==> src/design/ptw_pkg.sv <==
// Shared types, codes and index helpers for the page table walker.
package ptw_pkg;

  localparam int AddrWidth  = 48;
  localparam int EntryWidth = 64;
  localparam int PageShift  = 12;
  localparam int IdxBits    = 9;
  localparam int PageWidth  = AddrWidth - PageShift;

  localparam logic       MODE_REQUEST = 1'b0;
  localparam logic       MODE_ENTRY   = 1'b1;
  localparam logic       KIND_READ    = 1'b0;
  localparam logic       KIND_DONE    = 1'b1;
  localparam logic [1:0] LOW_TABLE    = 2'b11;
  localparam logic [1:0] LOW_BLOCK    = 2'b01;
  localparam logic [1:0] LEVEL_LAST   = 2'd3;

  typedef struct packed {
    logic                  mode;
    logic [AddrWidth-1:0]  virtual_address;
    logic [EntryWidth-1:0] entry_data;
  } item_t;

  typedef struct packed {
    logic                 result_kind;
    logic [AddrWidth-1:0] read_address;
    logic [AddrWidth-1:0] physical_address;
    logic                 fault;
    logic [1:0]           final_level;
  } result_t;

  function automatic logic [IdxBits-1:0] va_index(input logic [AddrWidth-1:0] va,
                                                  input logic [1:0] lvl);
    logic [IdxBits-1:0] idx;
    case (lvl)
      2'd0:    idx = va[47:39];
      2'd1:    idx = va[38:30];
      2'd2:    idx = va[29:21];
      default: idx = va[20:12];
    endcase
    return idx;
  endfunction

  function automatic logic [AddrWidth-1:0] level_offset(input logic [AddrWidth-1:0] va,
                                                        input logic [1:0] lvl);
    logic [AddrWidth-1:0] off;
    case (lvl)
      2'd0:    off = {9'd0, va[38:0]};
      2'd1:    off = {18'd0, va[29:0]};
      2'd2:    off = {27'd0, va[20:0]};
      default: off = {36'd0, va[11:0]};
    endcase
    return off;
  endfunction

endpackage

==> src/design/ptw_walk.sv <==
// Walk state registers and combinational descriptor decode.
module ptw_walk import ptw_pkg::*; (
  input  logic                 clk,
  input  logic                 rst,
  input  logic [AddrWidth-1:0] root_base,
  input  item_t                item,
  input  logic                 advance,
  output logic                 has_result,
  output result_t              res
);

  logic                 busy;
  logic [1:0]           level;
  logic [AddrWidth-1:0] saved_va;
  logic [PageWidth-1:0] base_page;

  logic                 busy_next;
  logic [1:0]           level_next;
  logic [AddrWidth-1:0] saved_va_next;
  logic [PageWidth-1:0] base_page_next;
  logic [1:0]           low;

  assign low = item.entry_data[1:0];

  always_comb begin
    busy_next      = busy;
    level_next     = level;
    saved_va_next  = saved_va;
    base_page_next = base_page;
    has_result     = 1'b0;
    res            = '0;
    if (item.mode == MODE_REQUEST) begin
      if (!busy) begin
        busy_next       = 1'b1;
        level_next      = 2'd0;
        saved_va_next   = item.virtual_address;
        base_page_next  = root_base[AddrWidth-1:PageShift];
        has_result      = 1'b1;
        res.result_kind = KIND_READ;
        res.final_level = 2'd0;
        res.read_address = {root_base[AddrWidth-1:PageShift],
                            va_index(item.virtual_address, 2'd0), 3'b000};
      end
    end else if (busy) begin
      has_result      = 1'b1;
      res.final_level = level;
      if (level != LEVEL_LAST && low == LOW_TABLE) begin
        level_next       = level + 2'd1;
        base_page_next   = item.entry_data[AddrWidth-1:PageShift];
        res.result_kind  = KIND_READ;
        res.final_level  = level + 2'd1;
        res.read_address = {item.entry_data[AddrWidth-1:PageShift],
                            va_index(saved_va, level + 2'd1), 3'b000};
      end else if ((level != LEVEL_LAST && low == LOW_BLOCK) ||
                   (level == LEVEL_LAST && low == LOW_TABLE)) begin
        busy_next            = 1'b0;
        res.result_kind      = KIND_DONE;
        res.physical_address = {item.entry_data[AddrWidth-1:PageShift], 12'd0} |
                               level_offset(saved_va, level);
      end else begin
        busy_next       = 1'b0;
        res.result_kind = KIND_DONE;
        res.fault       = 1'b1;
      end
    end
  end

  always_ff @(posedge clk) begin
    if (rst) begin
      busy      <= 1'b0;
      level     <= 2'd0;
      saved_va  <= '0;
      base_page <= '0;
    end else if (advance) begin
      busy      <= busy_next;
      level     <= level_next;
      saved_va  <= saved_va_next;
      base_page <= base_page_next;
    end
  end

endmodule

==> src/design/ptw_out_reg.sv <==
// Result register holding one beat for the downstream side.
module ptw_out_reg import ptw_pkg::*; (
  input  logic    clk,
  input  logic    rst,
  input  logic    load,
  input  result_t res,
  input  logic    out_stall,
  output logic    can_take,
  output logic    out_valid,
  output result_t out_res
);

  assign can_take = !out_valid || !out_stall;

  always_ff @(posedge clk) begin
    if (rst) begin
      out_valid <= 1'b0;
    end else if (can_take) begin
      out_valid <= load;
    end
  end

  always_ff @(posedge clk) begin
    if (can_take && load) begin
      out_res <= res;
    end
  end

endmodule

==> src/design/page_table_walker_unit.sv <==
// Top level of the four-level page table walker.
//
//  channel  handshake               payload
//  in       in_valid / in_stall     mode, virtual_address, entry_data
//  out      out_valid / out_stall   result_kind, read_address, physical_address,
//                                   fault, final_level
//  cfg      cfg_write_enable        cfg_write_data (root table base)
//
// One beat enters per cycle while in_stall is low; any result it yields leaves
// through the input register and the result register around the decode.
// A stalled result holds the result register; the input register then fills
// and in_stall rises until the result is taken.
// Reset clears the walk state, both valid flags and the root base.
module page_table_walker_unit import ptw_pkg::*; (
  input  logic                  clk,
  input  logic                  rst,
  input  logic                  cfg_write_enable,
  input  logic [AddrWidth-1:0]  cfg_write_data,
  input  logic                  in_valid,
  output logic                  in_stall,
  input  logic                  mode,
  input  logic [AddrWidth-1:0]  virtual_address,
  input  logic [EntryWidth-1:0] entry_data,
  output logic                  out_valid,
  input  logic                  out_stall,
  output logic                  result_kind,
  output logic [AddrWidth-1:0]  read_address,
  output logic [AddrWidth-1:0]  physical_address,
  output logic                  fault,
  output logic [1:0]            final_level
);

  logic [AddrWidth-1:0] root_base;
  logic                 in_reg_valid;
  item_t                in_reg;
  logic                 can_take;
  logic                 advance;
  logic                 accept;
  logic                 has_result;
  result_t              res;
  result_t              out_res;

  always_ff @(posedge clk) begin
    if (rst) begin
      root_base <= '0;
    end else if (cfg_write_enable) begin
      root_base <= cfg_write_data;
    end
  end

  assign advance  = in_reg_valid && can_take;
  assign in_stall = in_reg_valid && !can_take;
  assign accept   = in_valid && !in_stall;

  always_ff @(posedge clk) begin
    if (rst) begin
      in_reg_valid <= 1'b0;
    end else if (accept) begin
      in_reg_valid <= 1'b1;
    end else if (advance) begin
      in_reg_valid <= 1'b0;
    end
  end

  always_ff @(posedge clk) begin
    if (accept) begin
      in_reg.mode            <= mode;
      in_reg.virtual_address <= virtual_address;
      in_reg.entry_data      <= entry_data;
    end
  end

  ptw_walk u_walk (
    .clk        (clk),
    .rst        (rst),
    .root_base  (root_base),
    .item       (in_reg),
    .advance    (advance),
    .has_result (has_result),
    .res        (res)
  );

  ptw_out_reg u_out (
    .clk       (clk),
    .rst       (rst),
    .load      (advance && has_result),
    .res       (res),
    .out_stall (out_stall),
    .can_take  (can_take),
    .out_valid (out_valid),
    .out_res   (out_res)
  );

  assign result_kind      = out_res.result_kind;
  assign read_address     = out_res.read_address;
  assign physical_address = out_res.physical_address;
  assign fault            = out_res.fault;
  assign final_level      = out_res.final_level;

  a_done_no_read: assert property (@(posedge clk) disable iff (rst)
    out_valid && result_kind == KIND_DONE |-> read_address == '0)
    else $error("finished result carries a read address");

  a_read_clean: assert property (@(posedge clk) disable iff (rst)
    out_valid && (result_kind == KIND_READ || fault) |-> physical_address == '0)
    else $error("read request or fault carries a physical address");

  a_dropped_beat: assert property (@(posedge clk) disable iff (rst)
    advance && !has_result |=> !out_valid)
    else $error("ignored beat produced a result");

endmodule

==> config.mk <==
export PLATFORM = sky130hd
export DESIGN_NAME = page_table_walker_unit
export DESIGN_NICKNAME = d
export VERILOG_FILES = /design/src/design/ptw_pkg.sv /design/src/design/ptw_walk.sv /design/src/design/ptw_out_reg.sv /design/src/design/page_table_walker_unit.sv
export SDC_FILE = /design/constraint.sdc
export NUM_CORES = 1
export LEC_CHECK = 0
export BUFFER_PORTS_ARGS = -buffer_cell sky130_fd_sc_hd__buf_2
export CELL_PAD_IN_SITES_DETAIL_PLACEMENT = 0
export CELL_PAD_IN_SITES_GLOBAL_PLACEMENT = 1
export CORE_UTILIZATION = 28
export DETAILED_ROUTE_END_ITERATION = 10
export HOLD_SLACK_MARGIN = 0.12
export MAX_ROUTING_LAYER = met4
export PLACE_DENSITY = 0.53
export SLEW_MARGIN = 10
export SYNTH_ARGS = -nofsm -noshare
export SYNTH_HDL_FRONTEND = slang
export SYNTH_HIERARCHICAL = 1
export SYNTH_SLANG_ARGS = --single-unit
==> constraint.sdc <==
create_clock -name clk -period 13.3 [get_ports clk]
set_input_delay 2.66 -clock clk [delete_from_list [all_inputs] [get_ports clk]]
set_output_delay 2.66 -clock clk [all_outputs]
set_load 0.05 [all_outputs]
== Word-level counts from Yosys, hierarchy flattened ==
Cells that the tools add are included.
Operators by class
  reduce and logical (&&, ||, !) cells: 22
  bitwise operators: 4
  equality and inequality tests: 10
  multiplexer cells: 26
  shift-type cells: 0
  $mul: 0
  div/mod/pow operators: 0
  $add $sub $neg: 1
  order comparisons: 0
Operators with widths (count)
  $mux 48: 7
  $pmux 39 s3: 1
  $mux 100: 1
  $mux 49: 2
  $or 48x48->48: 1
  $pmux 9 s3: 1
  $mux 1: 10
  $eq 2x2->1 const B: 4
  $logic_and 1x1->1: 8
  $mux 2: 4
  $eq 2x1->1 const B: 3
  $reduce_and 3->1: 2
  $logic_not 1->1: 4
  $logic_not 2->1: 2
  $ne 2x2->1 const B: 2
  $reduce_or 4->1: 1
  $not 1->1: 3
  $reduce_or 3->1: 1
  $add 2x1->2 const B: 1
  $logic_or 1x1->1: 2
  $ne 2x1->1 const B: 1
  $reduce_and 2->1: 1
  $reduce_bool 2->1: 1
Storage, ports and cells
  logic and storage cells: 77
  memories kept: 0
  bits in latches: 0
  register bits: 298
  input bits: 166
  memory bits (read-only): 0
  RAM bits: 0
  output and inout port bits: 102

== Longest topological paths before layout ==
  depth after elaboration: 12
  mapped depth: 8
  gate-level depth less buffers: 6

== Hierarchy ==
The synthesis kept the hierarchy.
By module, submodules not included
  page_table_walker_unit: area each 5176.2 um^2, cells each 274, instances 1
  ptw_walk: area each 3150.5 um^2, cells each 427, instances 1
  ptw_out_reg: area each 3041.7 um^2, cells each 105, instances 1

== Worst setup path after synthesis ==
Ideal clock, no wire load.
  path kind: input-to-reg
  start: input out_stall
  end: register in_reg[0] (netlist name) (enable)
  library setup time: 597 ps
  arrival: 7999 ps
  stages on the path: 3
  buffers on the path: 0
  path slack: 4704 ps
  path through: nand2_1 -> nor2b_1 -> nor2b_1
On the way
  longest elaborated chain between the ends: 6
RTL lines
  start, declared: RTL line page_table_walker_unit.sv:25  | input logic out_stall,
  $logic_not 1->1: RTL line ptw_out_reg.sv:13  | assign can_take = !out_valid || !out_stall;
  $logic_or 1x1->1: RTL line ptw_out_reg.sv:13
  $logic_not 1->1: RTL line page_table_walker_unit.sv:52  | assign in_stall = in_reg_valid && !can_take;
  $logic_and 1x1->1: RTL line page_table_walker_unit.sv:52
  via in_stall: RTL line page_table_walker_unit.sv:20  | output logic in_stall,
  $logic_not 1->1: RTL line page_table_walker_unit.sv:53  | assign accept = in_valid && !in_stall;
  $logic_and 1x1->1: RTL line page_table_walker_unit.sv:53
  via accept: RTL line page_table_walker_unit.sv:38  | logic accept;
  end, declared: RTL line page_table_walker_unit.sv:35  | item_t in_reg;
The timed path passes the listed nets, and every way through them passes these cells.
A chain may end at the register's enable or synchronous reset.

== Final worst setup path ==
  start: input out_stall
  end: output in_stall
On the way
  longest elaborated chain between the ends: 4
RTL lines
  $logic_not 1->1: RTL line ptw_out_reg.sv:13
  $logic_or 1x1->1: RTL line ptw_out_reg.sv:13
  via can_take: RTL line page_table_walker_unit.sv:36  | logic can_take;
  $logic_not 1->1: RTL line page_table_walker_unit.sv:52
  $logic_and 1x1->1: RTL line page_table_walker_unit.sv:52
  end, declared: RTL line page_table_walker_unit.sv:20
The timed path passes the listed nets, and every way through them passes these cells.

==> impl_metrics.yaml <==
floorplan:
  ios: 268
  fp-row-count: 69
  initial_core_util: 0.285
  die_h_um: 193
  die_w_um: 193
  design.die.area_um2: 37100
  core_area_um2: 35700
global_routing:
  antenna_found_initial: 0
  grt_usage: 0.152
  grt_max_degree: 58
  grt_pass1_wl_mm: 40.3
  grt_overflow: 0
  grt_pass1_vias: 6339
critical_path:
  crit_path_start: "out_stall"
  reg2reg_from: "in_reg[112]$_DFFE_PP_"
  criticalPathCategory: "primary input to primary output"
  cp.arrival_ns: 3.44
  critPathRequiredTime_ns: 10.64
  critPathCaptureType: "primary output"
  crit_fanout: 4
  start_kind: "primary input"
clock_tree:
  cts_max_path_buffers: 3
  h-tree-depth: 1
  clkSinkCount: 276
  cts_hold_buf: 0
  cts_tree: "done"
  clkTransAtPathRegs_ns: 0.06
  cts_resized: 0
  clock_latency_ns: 0.58
  cts_made_buffers: 30
  cts-root-buf: "clkbuf_16"
  post_cts_buffers: 0
placed_design:
  routabilityCongestion: 0.711
  dp_hpwl_mm: 17.7
  numPortBuffers: 229
  dpl-instance-area_um2: 11600
sta:
  finalHoldViolations: 0
  slew_headroom: 0.235
  worst_slew_pin_slew_ns: 1.14
  fin_skew_ns: 0.0355
  max_freq_ghz: 0.164
  rsz0062_at_grt: "false"
  setup_violations: 0
  tns_ns: 0
  final_max_slew_viol_count: 0
  finalCriticalPeriod_ns: 6.10
  fin_crit_sh: 0.459
logic_synthesis:
  syn_inst: 742
  syn-cell-area_um2: 10200
  avgSynthCellArea_um2: 13.7
  yosys_warnings: 6
hold_path:
  min_from: "u_walk/saved_va[2]$_SDFFE_PP0P_"
  min_path_type: "flop to flop"
final_layout:
  drive_gt1_frac: 0.290
  layout_common_cells: "buf_2 (228), edfxtp_1 (187), nand2_1 (102), dfxtp_1 (89), a21oi_1 (70)"
  final_util: 0.353
  layout.nets: 1135
  design_area_um2: 12600
  area_growth_syn_to_layout_pct: 23.6
  antenna_cells: 0
  layout_commonest_cell: "buf_2"
  largest_reg_flops: 100
outcome:
  violations: "design-rule violations"
  status: "finished with violations"
drt:
  via_per_inst: 4.47
  drt-initial-drc-count: 387
  totalWireLength_mm: 27.8
  drtAntennaViolNets: 0
  vias: 6475
  drtPass1Iterations: 8
  drc: 31
  wl_per_cell_um: 19.2
run:
  max_cap_viol_count: 0
power:
  powerDensity_nw_per_um2: 152
  p_total_mw: 1.91
  power_leakage_nw: 4.77
  irDropWorstVdd_v: 0.0000848
-- cell type report --
cell class,instances,area (um2)
Fill cell,3550,23100
Tap cell,461,577
Clock inverter,7,70.1
Multi-Input combinational cell,404,2410
Timing Repair Buffer,236,1200
Clock buffer,49,862
Sequential cell,276,7400
Inverter,15,56.3
-- report_power, final --
part,total (mW),internal [mW],switching [mW]
Combinational,0.138,0.0418,0.0963
Sequential,0.977,0.958,0.0192
Clock,0.798,0.460,0.338
Total,1.91,1.46,0.453
-- stage by stage --
step | setup slack (ns) | instances | hold WS, ns
after floorplan | 5.89 | 744 | 0.432
after global placement | 7.20 | 1392 | 0.437
after detailed placement | 7.19 | 1392 | 0.442
after CTS | 7.19 | 1448 | 0.451
after global routing | 7.14 | 1448 | 0.464
final | 7.20 | 1448 | 0.449
-- per-layer routing --
metal | wire, um | vias up | track usage | part of all wire
li1 | - | 3127 | - | -
met1 | 12900 | 3117 | 0.207 | 0.47
met2 | 13000 | 194 | 0.237 | 0.47
met3 | 1370 | 37 | 0.0222 | 0.049
met4 | 449 | 0 | 0.0406 | 0.016
met5 | 0 | - | - | 0
-- worst paths after layout --
kind	to	slack (ns)	cells after the start
min reg2reg	u_walk/saved_va[2]$_SDFFE_PP0P_	0.45	2
max	in_stall	7.20	4
min	u_walk/saved_va[2]$_SDFFE_PP0P_	0.45	2
max reg2reg	u_out/out_res[95]$_DFFE_PP_	10.19	6
-- critical path, cell delays in order --
cell	delay [ns]
buf_2	0.09
nand2_1	0.08
nor2b_1	0.28
buf_2	0.34
Power figures use the tool's default switching activity.
